**src/c2e_pkg.sv**
```systemverilog
// shared constants, register map and lookup helpers for the calendar to epoch converter
`timescale 1ns / 1ps
package c2e_pkg;

  localparam int unsigned SecW   = 6;
  localparam int unsigned MinW   = 6;
  localparam int unsigned HourW  = 5;
  localparam int unsigned MdayW  = 5;
  localparam int unsigned MonW   = 7;
  localparam int unsigned YearW  = 12;
  localparam int unsigned EpochW = 35;
  localparam int unsigned ZoneW  = 17;

  localparam int unsigned ApbDataW = 32;
  localparam int unsigned ApbAddrW = 3;

  // register index taken from paddr[2]
  localparam logic REG_ZONE_OFFSET = 1'b0;

  // day count before the first of each month in a common year
  function automatic logic [8:0] month_start(input logic [3:0] month_idx);
    logic [8:0] days;
    case (month_idx)
      4'd0:    days = 9'd0;
      4'd1:    days = 9'd31;
      4'd2:    days = 9'd59;
      4'd3:    days = 9'd90;
      4'd4:    days = 9'd120;
      4'd5:    days = 9'd151;
      4'd6:    days = 9'd181;
      4'd7:    days = 9'd212;
      4'd8:    days = 9'd243;
      4'd9:    days = 9'd273;
      4'd10:   days = 9'd304;
      4'd11:   days = 9'd334;
      default: days = 9'd0;
    endcase
    return days;
  endfunction

endpackage

```
**src/c2e_if.sv**
```systemverilog
// valid/ready channel interfaces for calendar items in and epoch items out
`timescale 1ns / 1ps
interface c2e_in_if;
  import c2e_pkg::*;

  logic                     valid;
  logic                     ready;
  logic [SecW-1:0]          second_of_minute;
  logic [MinW-1:0]          minute_of_hour;
  logic [HourW-1:0]         hour_of_day;
  logic [MdayW-1:0]         day_of_month;
  logic signed [MonW-1:0]   month_number;
  logic [YearW-1:0]         full_year;

  modport source (
    output valid, second_of_minute, minute_of_hour, hour_of_day, day_of_month,
           month_number, full_year,
    input  ready
  );
  modport sink (
    input  valid, second_of_minute, minute_of_hour, hour_of_day, day_of_month,
           month_number, full_year,
    output ready
  );
endinterface

interface c2e_out_if;
  import c2e_pkg::*;

  logic                     valid;
  logic                     ready;
  logic signed [EpochW-1:0] epoch_seconds;

  modport source (output valid, epoch_seconds, input ready);
  modport sink (input valid, epoch_seconds, output ready);
endinterface

```
**src/c2e_apb_regs.sv**
```systemverilog
// apb register file holding the zone offset
`timescale 1ns / 1ps
module c2e_apb_regs (
  input  logic                                  clk_i,
  input  logic                                  rst_ni,
  input  logic                                  psel,
  input  logic                                  penable,
  input  logic                                  pwrite,
  input  logic [c2e_pkg::ApbAddrW-1:0]          paddr,
  input  logic [c2e_pkg::ApbDataW-1:0]          pwdata,
  output logic [c2e_pkg::ApbDataW-1:0]          prdata,
  output logic                                  pready,
  output logic signed [c2e_pkg::ZoneW-1:0]      zone_offset_o
);
  import c2e_pkg::*;

  logic signed [ZoneW-1:0] zone_q;
  logic signed [ZoneW-1:0] zone_d;
  logic                    reg_idx;
  logic                    wr_en;

  assign pready  = 1'b1;
  assign reg_idx = paddr[2];
  assign wr_en   = psel && penable && pwrite && (reg_idx == REG_ZONE_OFFSET);

  always_comb begin
    zone_d = zone_q;
    if (wr_en) begin
      zone_d = pwdata[ZoneW-1:0];
    end
  end

  always_ff @(posedge clk_i or negedge rst_ni) begin
    if (!rst_ni) begin
      zone_q <= '0;
    end else begin
      zone_q <= zone_d;
    end
  end

  always_comb begin
    case (reg_idx)
      REG_ZONE_OFFSET: prdata = {{(ApbDataW-ZoneW){zone_q[ZoneW-1]}}, zone_q};
      default:         prdata = '0;
    endcase
  end

  assign zone_offset_o = zone_q;

endmodule

```
**src/calendar_to_epoch_seconds_unit.sv**
```systemverilog
// calendar time to epoch seconds converter: seven stage pipeline
//
//   channel   dir   handshake        payload
//   din_i     in    valid/ready      sec, min, hour, mday, month, year
//   dout_o    out   valid/ready      epoch_seconds
//   apb       in    psel/penable     zone_offset_seconds at byte address 0
//
// each accepted item passes through every stage register in order; one item can
// enter per cycle while the output is not stalled. the stages are month fold, leap counts
// and constant products, day sum, hours, minutes, seconds plus zone, clamp.
// each stage holds its own valid bit and is ready when empty or when the stage
// after it moves, so bubbles close up under a stalled output.
// reset clears the valid bits and the zone offset to zero.
`timescale 1ns / 1ps
module calendar_to_epoch_seconds_unit (
  input  logic                                  clk_i,
  input  logic                                  rst_ni,
  c2e_in_if.sink                                din_i,
  c2e_out_if.source                             dout_o,
  input  logic                                  psel,
  input  logic                                  penable,
  input  logic                                  pwrite,
  input  logic [c2e_pkg::ApbAddrW-1:0]          paddr,
  input  logic [c2e_pkg::ApbDataW-1:0]          pwdata,
  output logic [c2e_pkg::ApbDataW-1:0]          prdata,
  output logic                                  pready
);
  import c2e_pkg::*;

  localparam int unsigned NumStages = 7;
  localparam logic [15:0] Recip12   = 16'd171;   // 2^11 / 12, rounded up
  localparam logic [24:0] Recip100  = 25'd5243;  // 2^19 / 100, rounded up
  localparam logic signed [EpochW-1:0] EpochMax = {1'b0, {(EpochW-1){1'b1}}};

  logic signed [ZoneW-1:0] zone_offset;

  c2e_apb_regs u_regs (
    .clk_i         (clk_i),
    .rst_ni        (rst_ni),
    .psel          (psel),
    .penable       (penable),
    .pwrite        (pwrite),
    .paddr         (paddr),
    .pwdata        (pwdata),
    .prdata        (prdata),
    .pready        (pready),
    .zone_offset_o (zone_offset)
  );

  // stage flow control
  logic [NumStages-1:0] v_q;
  logic [NumStages-1:0] v_d;
  logic [NumStages:0]   en;

  always_comb begin
    en[NumStages] = dout_o.ready;
    for (int k = NumStages - 1; k >= 0; k--) begin
      en[k] = !v_q[k] || en[k+1];
    end
  end

  always_comb begin
    for (int k = 0; k < NumStages; k++) begin
      if (k == 0) begin
        v_d[k] = en[k] ? din_i.valid : v_q[k];
      end else begin
        v_d[k] = en[k] ? v_q[k-1] : v_q[k];
      end
    end
  end

  always_ff @(posedge clk_i or negedge rst_ni) begin
    if (!rst_ni) begin
      v_q <= '0;
    end else begin
      v_q <= v_d;
    end
  end

  assign din_i.ready = en[0];

  // stage 1: fold month into 0..11 with floor division of (month - 1) by 12
  logic [8:0]              fold_sum;
  logic [7:0]              fold_u;
  logic [15:0]             fold_prod;
  logic [3:0]              fold_q;
  logic [7:0]              fold_rem;
  logic signed [13:0]      year_sum;

  always_comb begin
    fold_sum  = $signed({{2{din_i.month_number[MonW-1]}}, din_i.month_number}) + 9'sd71;
    fold_u    = fold_sum[7:0];
    fold_prod = {8'd0, fold_u} * Recip12;
    fold_q    = fold_prod[14:11];
    fold_rem  = fold_u - {1'b0, fold_q, 3'b000} - {2'b00, fold_q, 2'b00};
    // years since 1900 plus the carry, less the bias of six folded into fold_u
    year_sum  = $signed({2'b00, din_i.full_year}) + $signed({10'd0, fold_q}) - 14'sd1906;
  end

  logic [3:0]              s1_month_q;
  logic signed [12:0]      s1_year_q;
  logic [MdayW-1:0]        s1_mday_q;
  logic [HourW-1:0]        s1_hour_q;
  logic [MinW-1:0]         s1_min_q;
  logic [SecW-1:0]         s1_sec_q;

  always_ff @(posedge clk_i) begin
    if (en[0]) begin
      s1_month_q <= fold_rem[3:0];
      s1_year_q  <= year_sum[12:0];
      s1_mday_q  <= din_i.day_of_month;
      s1_hour_q  <= din_i.hour_of_day;
      s1_min_q   <= din_i.minute_of_hour;
      s1_sec_q   <= din_i.second_of_minute;
    end
  end

  // stage 2: leap day terms and constant products
  logic signed [12:0]      leap_sum;
  logic [11:0]             lyr;
  logic [11:0]             lyr_m69;
  logic [11:0]             lyr_m1;
  logic [11:0]             lyr_p299;
  logic [24:0]             p100;
  logic [24:0]             p400;
  logic signed [12:0]      yrel;
  logic signed [21:0]      y365;
  logic signed [9:0]       base;
  logic                    year_neg;

  always_comb begin
    leap_sum = s1_year_q + $signed({12'd0, (s1_month_q > 4'd1)});
    lyr      = leap_sum[11:0];
    // before 1969 every total is negative, so only the flag matters there
    year_neg = s1_year_q < 13'sd69;
    lyr_m69  = lyr - 12'd69;
    lyr_m1   = lyr - 12'd1;
    lyr_p299 = lyr + 12'd299;
    p100     = {13'd0, lyr_m1} * Recip100;
    p400     = {15'd0, lyr_p299[11:2]} * Recip100;
    yrel     = s1_year_q - 13'sd70;
    y365     = $signed({{9{yrel[12]}}, yrel}) * 22'sd365;
    base     = $signed({1'b0, month_start(s1_month_q)}) + $signed({5'd0, s1_mday_q}) - 10'sd1;
  end

  logic signed [21:0]      s2_y365_q;
  logic signed [9:0]       s2_base_q;
  logic [9:0]              s2_t4_q;
  logic [5:0]              s2_q100_q;
  logic [3:0]              s2_q400_q;
  logic                    s2_neg_q;
  logic [HourW-1:0]        s2_hour_q;
  logic [MinW-1:0]         s2_min_q;
  logic [SecW-1:0]         s2_sec_q;

  always_ff @(posedge clk_i) begin
    if (en[1]) begin
      s2_y365_q <= y365;
      s2_base_q <= base;
      s2_t4_q   <= lyr_m69[11:2];
      s2_q100_q <= p100[24:19];
      s2_q400_q <= p400[22:19];
      s2_neg_q  <= year_neg;
      s2_hour_q <= s1_hour_q;
      s2_min_q  <= s1_min_q;
      s2_sec_q  <= s1_sec_q;
    end
  end

  // stage 3: day count
  logic signed [21:0]      days;

  always_comb begin
    days = s2_y365_q
         + $signed({{12{s2_base_q[9]}}, s2_base_q})
         + $signed({12'd0, s2_t4_q})
         - $signed({16'd0, s2_q100_q})
         + $signed({18'd0, s2_q400_q});
  end

  logic signed [21:0]      s3_days_q;
  logic                    s3_neg_q;
  logic [HourW-1:0]        s3_hour_q;
  logic [MinW-1:0]         s3_min_q;
  logic [SecW-1:0]         s3_sec_q;

  always_ff @(posedge clk_i) begin
    if (en[2]) begin
      s3_days_q <= days;
      s3_neg_q  <= s2_neg_q;
      s3_hour_q <= s2_hour_q;
      s3_min_q  <= s2_min_q;
      s3_sec_q  <= s2_sec_q;
    end
  end

  // stage 4: hours
  logic signed [26:0]      hrs;

  always_comb begin
    hrs = $signed({{5{s3_days_q[21]}}, s3_days_q}) * 27'sd24 + $signed({22'd0, s3_hour_q});
  end

  logic signed [26:0]      s4_hrs_q;
  logic                    s4_neg_q;
  logic [MinW-1:0]         s4_min_q;
  logic [SecW-1:0]         s4_sec_q;

  always_ff @(posedge clk_i) begin
    if (en[3]) begin
      s4_hrs_q <= hrs;
      s4_neg_q <= s3_neg_q;
      s4_min_q <= s3_min_q;
      s4_sec_q <= s3_sec_q;
    end
  end

  // stage 5: minutes
  logic signed [32:0]      mins;

  always_comb begin
    mins = $signed({{6{s4_hrs_q[26]}}, s4_hrs_q}) * 33'sd60 + $signed({27'd0, s4_min_q});
  end

  logic signed [32:0]      s5_mins_q;
  logic                    s5_neg_q;
  logic [SecW-1:0]         s5_sec_q;

  always_ff @(posedge clk_i) begin
    if (en[4]) begin
      s5_mins_q <= mins;
      s5_neg_q  <= s4_neg_q;
      s5_sec_q  <= s4_sec_q;
    end
  end

  // stage 6: seconds plus zone offset
  logic signed [38:0]      tot;

  always_comb begin
    tot = $signed({{6{s5_mins_q[32]}}, s5_mins_q}) * 39'sd60
        + $signed({33'd0, s5_sec_q})
        + $signed({{(39-ZoneW){zone_offset[ZoneW-1]}}, zone_offset});
  end

  logic signed [38:0]      s6_tot_q;
  logic                    s6_neg_q;

  always_ff @(posedge clk_i) begin
    if (en[5]) begin
      s6_tot_q <= tot;
      s6_neg_q <= s5_neg_q;
    end
  end

  // stage 7: clamp into the output register
  logic signed [EpochW-1:0] epoch_d;
  logic signed [EpochW-1:0] epoch_q;

  always_comb begin
    if (s6_neg_q || s6_tot_q[38]) begin
      epoch_d = '1;
    end else if (s6_tot_q[37:EpochW-1] != '0) begin
      epoch_d = EpochMax;
    end else begin
      epoch_d = s6_tot_q[EpochW-1:0];
    end
  end

  always_ff @(posedge clk_i) begin
    if (en[6]) begin
      epoch_q <= epoch_d;
    end
  end

  assign dout_o.valid         = v_q[NumStages-1];
  assign dout_o.epoch_seconds = epoch_q;

endmodule
```
**src/flat_wrapper.sv**
```systemverilog
// flat-port wrapper written by rule: the top's interface ports become plain ports
module calendar_to_epoch_seconds_unit_flat import c2e_pkg::*;
  (clk_i, rst_ni, psel, penable, pwrite, paddr, pwdata, prdata, pready, din_i_valid, din_i_second_of_minute, din_i_minute_of_hour, din_i_hour_of_day, din_i_day_of_month, din_i_month_number, din_i_full_year, din_i_ready, dout_o_valid, dout_o_epoch_seconds, dout_o_ready);
  c2e_in_if din_i_i ();
  c2e_out_if dout_o_i ();
  input  logic clk_i;
  input  logic rst_ni;
  input  logic psel;
  input  logic penable;
  input  logic pwrite;
  input  logic [c2e_pkg::ApbAddrW-1:0] paddr;
  input  logic [c2e_pkg::ApbDataW-1:0] pwdata;
  output logic [c2e_pkg::ApbDataW-1:0] prdata;
  output logic pready;
  input wire logic [$bits(din_i_i.valid)-1:0] din_i_valid;
  input wire logic [$bits(din_i_i.second_of_minute)-1:0] din_i_second_of_minute;
  input wire logic [$bits(din_i_i.minute_of_hour)-1:0] din_i_minute_of_hour;
  input wire logic [$bits(din_i_i.hour_of_day)-1:0] din_i_hour_of_day;
  input wire logic [$bits(din_i_i.day_of_month)-1:0] din_i_day_of_month;
  input wire logic [$bits(din_i_i.month_number)-1:0] din_i_month_number;
  input wire logic [$bits(din_i_i.full_year)-1:0] din_i_full_year;
  output wire logic [$bits(din_i_i.ready)-1:0] din_i_ready;
  output wire logic [$bits(dout_o_i.valid)-1:0] dout_o_valid;
  output wire logic [$bits(dout_o_i.epoch_seconds)-1:0] dout_o_epoch_seconds;
  input wire logic [$bits(dout_o_i.ready)-1:0] dout_o_ready;
  assign din_i_i.valid = din_i_valid;
  assign din_i_i.second_of_minute = din_i_second_of_minute;
  assign din_i_i.minute_of_hour = din_i_minute_of_hour;
  assign din_i_i.hour_of_day = din_i_hour_of_day;
  assign din_i_i.day_of_month = din_i_day_of_month;
  assign din_i_i.month_number = din_i_month_number;
  assign din_i_i.full_year = din_i_full_year;
  assign din_i_ready = din_i_i.ready;
  assign dout_o_valid = dout_o_i.valid;
  assign dout_o_epoch_seconds = dout_o_i.epoch_seconds;
  assign dout_o_i.ready = dout_o_ready;
  calendar_to_epoch_seconds_unit u_core (.clk_i(clk_i), .rst_ni(rst_ni), .din_i(din_i_i), .dout_o(dout_o_i), .psel(psel), .penable(penable), .pwrite(pwrite), .paddr(paddr), .pwdata(pwdata), .prdata(prdata), .pready(pready));
endmodule
```
**config.mk**
```make
export PLATFORM = sky130hd
export DESIGN_NAME = calendar_to_epoch_seconds_unit_flat
export DESIGN_NICKNAME = d
export VERILOG_FILES = /design/src/c2e_pkg.sv /design/src/c2e_if.sv /design/src/c2e_apb_regs.sv /design/src/calendar_to_epoch_seconds_unit.sv /design/src/flat_wrapper.sv
export SDC_FILE = /design/constraint.sdc
export NUM_CORES = 2
export LEC_CHECK = 0
export ABC_AREA = 1
export BUFFER_PORTS_ARGS = -buffer_cell sky130_fd_sc_hd__clkbuf_2
export CAP_MARGIN = 25
export CORE_MARGIN = 2
export CORE_UTILIZATION = 35
export DETAILED_ROUTE_END_ITERATION = 16
export HOLD_SLACK_MARGIN = 0.06
export PLACE_DENSITY = 0.52
export SYNTH_ARGS = -nofsm -noshare
export SYNTH_HDL_FRONTEND = slang
export SYNTH_SLANG_ARGS = --single-unit
```
**constraint.sdc**
```tcl
create_clock -name clk_i -period 6.7 [get_ports clk_i]
set_input_delay 1.34 -clock clk_i [delete_from_list [all_inputs] [get_ports clk_i]]
set_output_delay 1.34 -clock clk_i [all_outputs]
set_load 0.02 [all_outputs]
```
==> metrics.txt <==
Data required, critical path=7.02 ns; status=finished clean; Layout area overhead=13.09%; Post-synth EDFFs=304; crit path kind=reg2reg; CP Capture Type=register; fraction of layout instances using a drive strength above 1=0.09634; starting density of the core=0.3522; Reg clk slew, reported paths=0.07 ns; Worst setup SP type=register; vias per cell=4.564; Die ar.=111900 µm²; CTS tree=built; Mapped Area=38230 µm²; worst-margin pin slew=0.8486 ns; total CTS buffers=39; Seq/Total Area, Yosys=0.2592; Crit-path slowest cell=fa_1; minimum clock period=6.363 ns; vias in the first global route=28.86k; GRT Total Usage=0.1566; GR Overflow Total=0; Port Buf Inserts=134; RSZ-0062 raised after global routing=true; final estimated routing congestion in global placement=0.8891; Synth Flop Type=edfxtp_1; Netlist cell types=58; hold depth=0; Synth Instances=4568; worst-path fanout max=4; Ports=153; dpl cell area=41560 µm²; max cap viols=0; Post-Syn Area per Cell=8.370 µm²; worst rel slew slack=0.4342; WL/cell=13.68 µm; Final setup viols=0; initial DRC count=1261; Clock Latency Late Sink=0.57 ns; clk sink count=337; row count=121; die extent in y=334.5 µm; nets=5808; die width=334.5 µm; ANT nets after route=0; H-tree levels=2; via count=28.77k; Routed WL=86220 µm; clk_skew=0.02894 ns; final instance area=43240 µm²; Reg2Reg Depth=29; initial antenna violation count=7; clock root buffer=clkbuf_16; Residual DRC=0; crit share post-route=0.9496; Fin Setup TNS=0 ns; # diodes=0; FFs w/ async S/R, synth=0.07122; min-delay worst type=reg2reg; Fmax=157.2 MHz; cts hold-fix bufs=0; router iterations before antenna repair=5; crit-path max cell delay=0.57 ns; Core ar.=108600 µm²; DP HPWL=74790 µm; first-pass GRT wire length=143200 µm; final hold viol count=0; #FFs+latches synth=337; Syn Nets=5516; synth warn=0; Max Slew Vio Count=0; Clock Tree Buf Depth=3; Worst EP arrival=6.68 ns; fillers=11.09k; pin count of the biggest net entering global routing=47
-- critical path, delay by kind of cell, from the launching register on --
family	cells	cell delay, ns
AND/OR/NAND/NOR	10	1.18
AO/OA/AOI/OAI	1	0.13
XOR/XNOR	2	0.42
adder cells (fa/ha/maj)	7	2.98
flip-flops	1	0.39
buffers and inverters	9	1.04
-- cells in the mapped netlist, types with 3 or more instances --
cell,instances,share of area
inv_1,1114,0.11
nand2_1,868,0.085
ha_1,594,0.19
nor2_1,313,0.031
edfxtp_1,304,0.24
fa_1,271,0.14
a21oi_1,224,0.029
nand3_1,187,0.024
xor2_1,168,0.038
o21ai_0,114,0.015
xnor2_1,61,0.014
nand4_1,58,0.0095
nor3_1,30,0.0039
dfrtp_1,24,0.016
a31oi_1,23,0.0038
a21o_1,20,0.0039
buf_4,18,0.0035
nor2_2,16,0.0026
nand2_2,15,0.0025
nand3b_1,14,0.0027
nor4_1,11,0.0018
o21bai_1,10,0.0020
dfxtp_1,9,0.0047
inv_2,9,0.00088
clkbuf_1,8,0.00079
or2_2,8,0.0013
o211ai_1,7,0.0014
xor2_2,7,0.0030
a211oi_1,5,0.00098
a21boi_0,4,0.00079
nand2_4,4,0.0012
nand3_2,4,0.0010
o2111ai_1,4,0.00092
o221ai_1,4,0.00092
and2_1,3,0.00049
and3_1,3,0.00049
o21a_1,3,0.00059
o31ai_1,3,0.00059
-- final timing paths --
path | startpoint | to | slack (ns)
worst max-delay path | u_core.s1_month_q[3]$_DFFE_PN_ | u_core.s2_q100_q[5]$_DFFE_PP_ | 0.34
worst min-delay path | u_core.s5_neg_q$_DFFE_PP_ | u_core.s6_neg_q$_DFFE_PP_ | 0.40
worst max register to register | u_core.s1_month_q[3]$_DFFE_PN_ | u_core.s2_q100_q[5]$_DFFE_PP_ | 0.34
worst min register to register | u_core.s5_neg_q$_DFFE_PP_ | u_core.s6_neg_q$_DFFE_PP_ | 0.40
max in group asynchronous | rst_ni | u_core.u_regs.zone_offset_o[16]$_DFFE_PN0P_ | 5.38
min in group asynchronous | rst_ni | u_core.u_regs.zone_offset_o[9]$_DFFE_PN0P_ | 0.83
-- repair_timing --
item | 4_1_cts | 5_1_grt
setup buffers | 0 | 7
endpoints found under the setup margin | 5 | 13
gates resized for setup | 6 | 55
pin swaps | 1 | 26
-- cells in the final DEF, fill, tap and decap left out, drive strengths merged, types with 5 or more instances in the layout --
cell type,count
xnor2,61
dfxtp,9
inv,1123
nor3,34
clkinv,11
ha,594
o21bai,10
a211oi,5
clkbuf,188
o211ai,7
xor2,176
nor4,11
nor2,331
nand3,191
o21ai,118
nand4,58
edfxtp,304
buf,146
a21o,20
dfrtp,24
nand2,887
nand3b,14
fa,271
or2,8
a31oi,23
a21oi,224
-- registers in the layout, summed over array words and instances, names as in the netlist, 6 cells and up, named ones only --
signal and flops:
u_core.s3_min_q 6, u_core.s2_base_q 10, u_core.s2_y365_q 22, u_core.s4_sec_q 6, u_core.s2_sec_q 6, u_core.dout_o.epoch_seconds 35, u_core.s4_hrs_q 27, u_core.s2_t4_q 10
u_core.u_regs.zone_offset_o 17, u_core.s1_sec_q 6, u_core.s5_mins_q 33, u_core.s4_min_q 6, u_core.s3_days_q 22, u_core.s6_tot_q 39, u_core.s2_q100_q 6, u_core.s1_year_q 13
u_core.s2_min_q 6, u_core.s3_sec_q 6, u_core.s1_min_q 6, u_core.v_q 7, u_core.s5_sec_q 6
-- layout make-up --
class	count	area, µm²	area share
flip-flops and latches	337	9910	0.2292
well taps	1414	1769	0.04092
repair buffers	280	1803	0.04170
inverters	1123	4217	0.09752
multi-input cells	3079	24260	0.5611
clock buffers	54	1094	0.02529
clock inverters	16	187.7	0.004341
-- logic make-up (layout without fill, tap and decap cells) --
logic type      Yosys count  count (layout)  share of synthesized area
compound gates          432             432                    0.06241
fa+ha+maj               865             865                     0.3363
flops                   337             337                     0.2592
other cells               1               1                 0.00009808
simple gates           1544            1544                     0.1710
xor+xnor                237             237                    0.05616
buf+inv                1152            1473                     0.1149
-- stage by stage --
stage / std cells / hold slack [ns] / utilization / setup WS, ns
finish: 6303 / 0.4017 / 0.3983 / 0.3374
global route: 6303 / 0.4149 / 0.3983 / -0.08572
CTS: 6295 / 0.4009 / 0.3950 / 0.002606
global placement: 6224 / 0.4004 / 0.3827 / -0.1634
detailed placement: 6225 / 0.4045 / 0.3829 / -0.2446
floorplan: 4568 / 0.4003 / - / 0.05895
-- layer usage --
layer | GRT usage | wire (µm)
met2 | 0.2848 | 43090
met4 | 0.03565 | 1769
met5 | 0 | 7
met1 | 0.1991 | 39030
met3 | 0.01561 | 2323
Power is left out: the tool's default activity adds up to more than one toggle a clock period on the data nets, which glitch-free logic cannot reach.
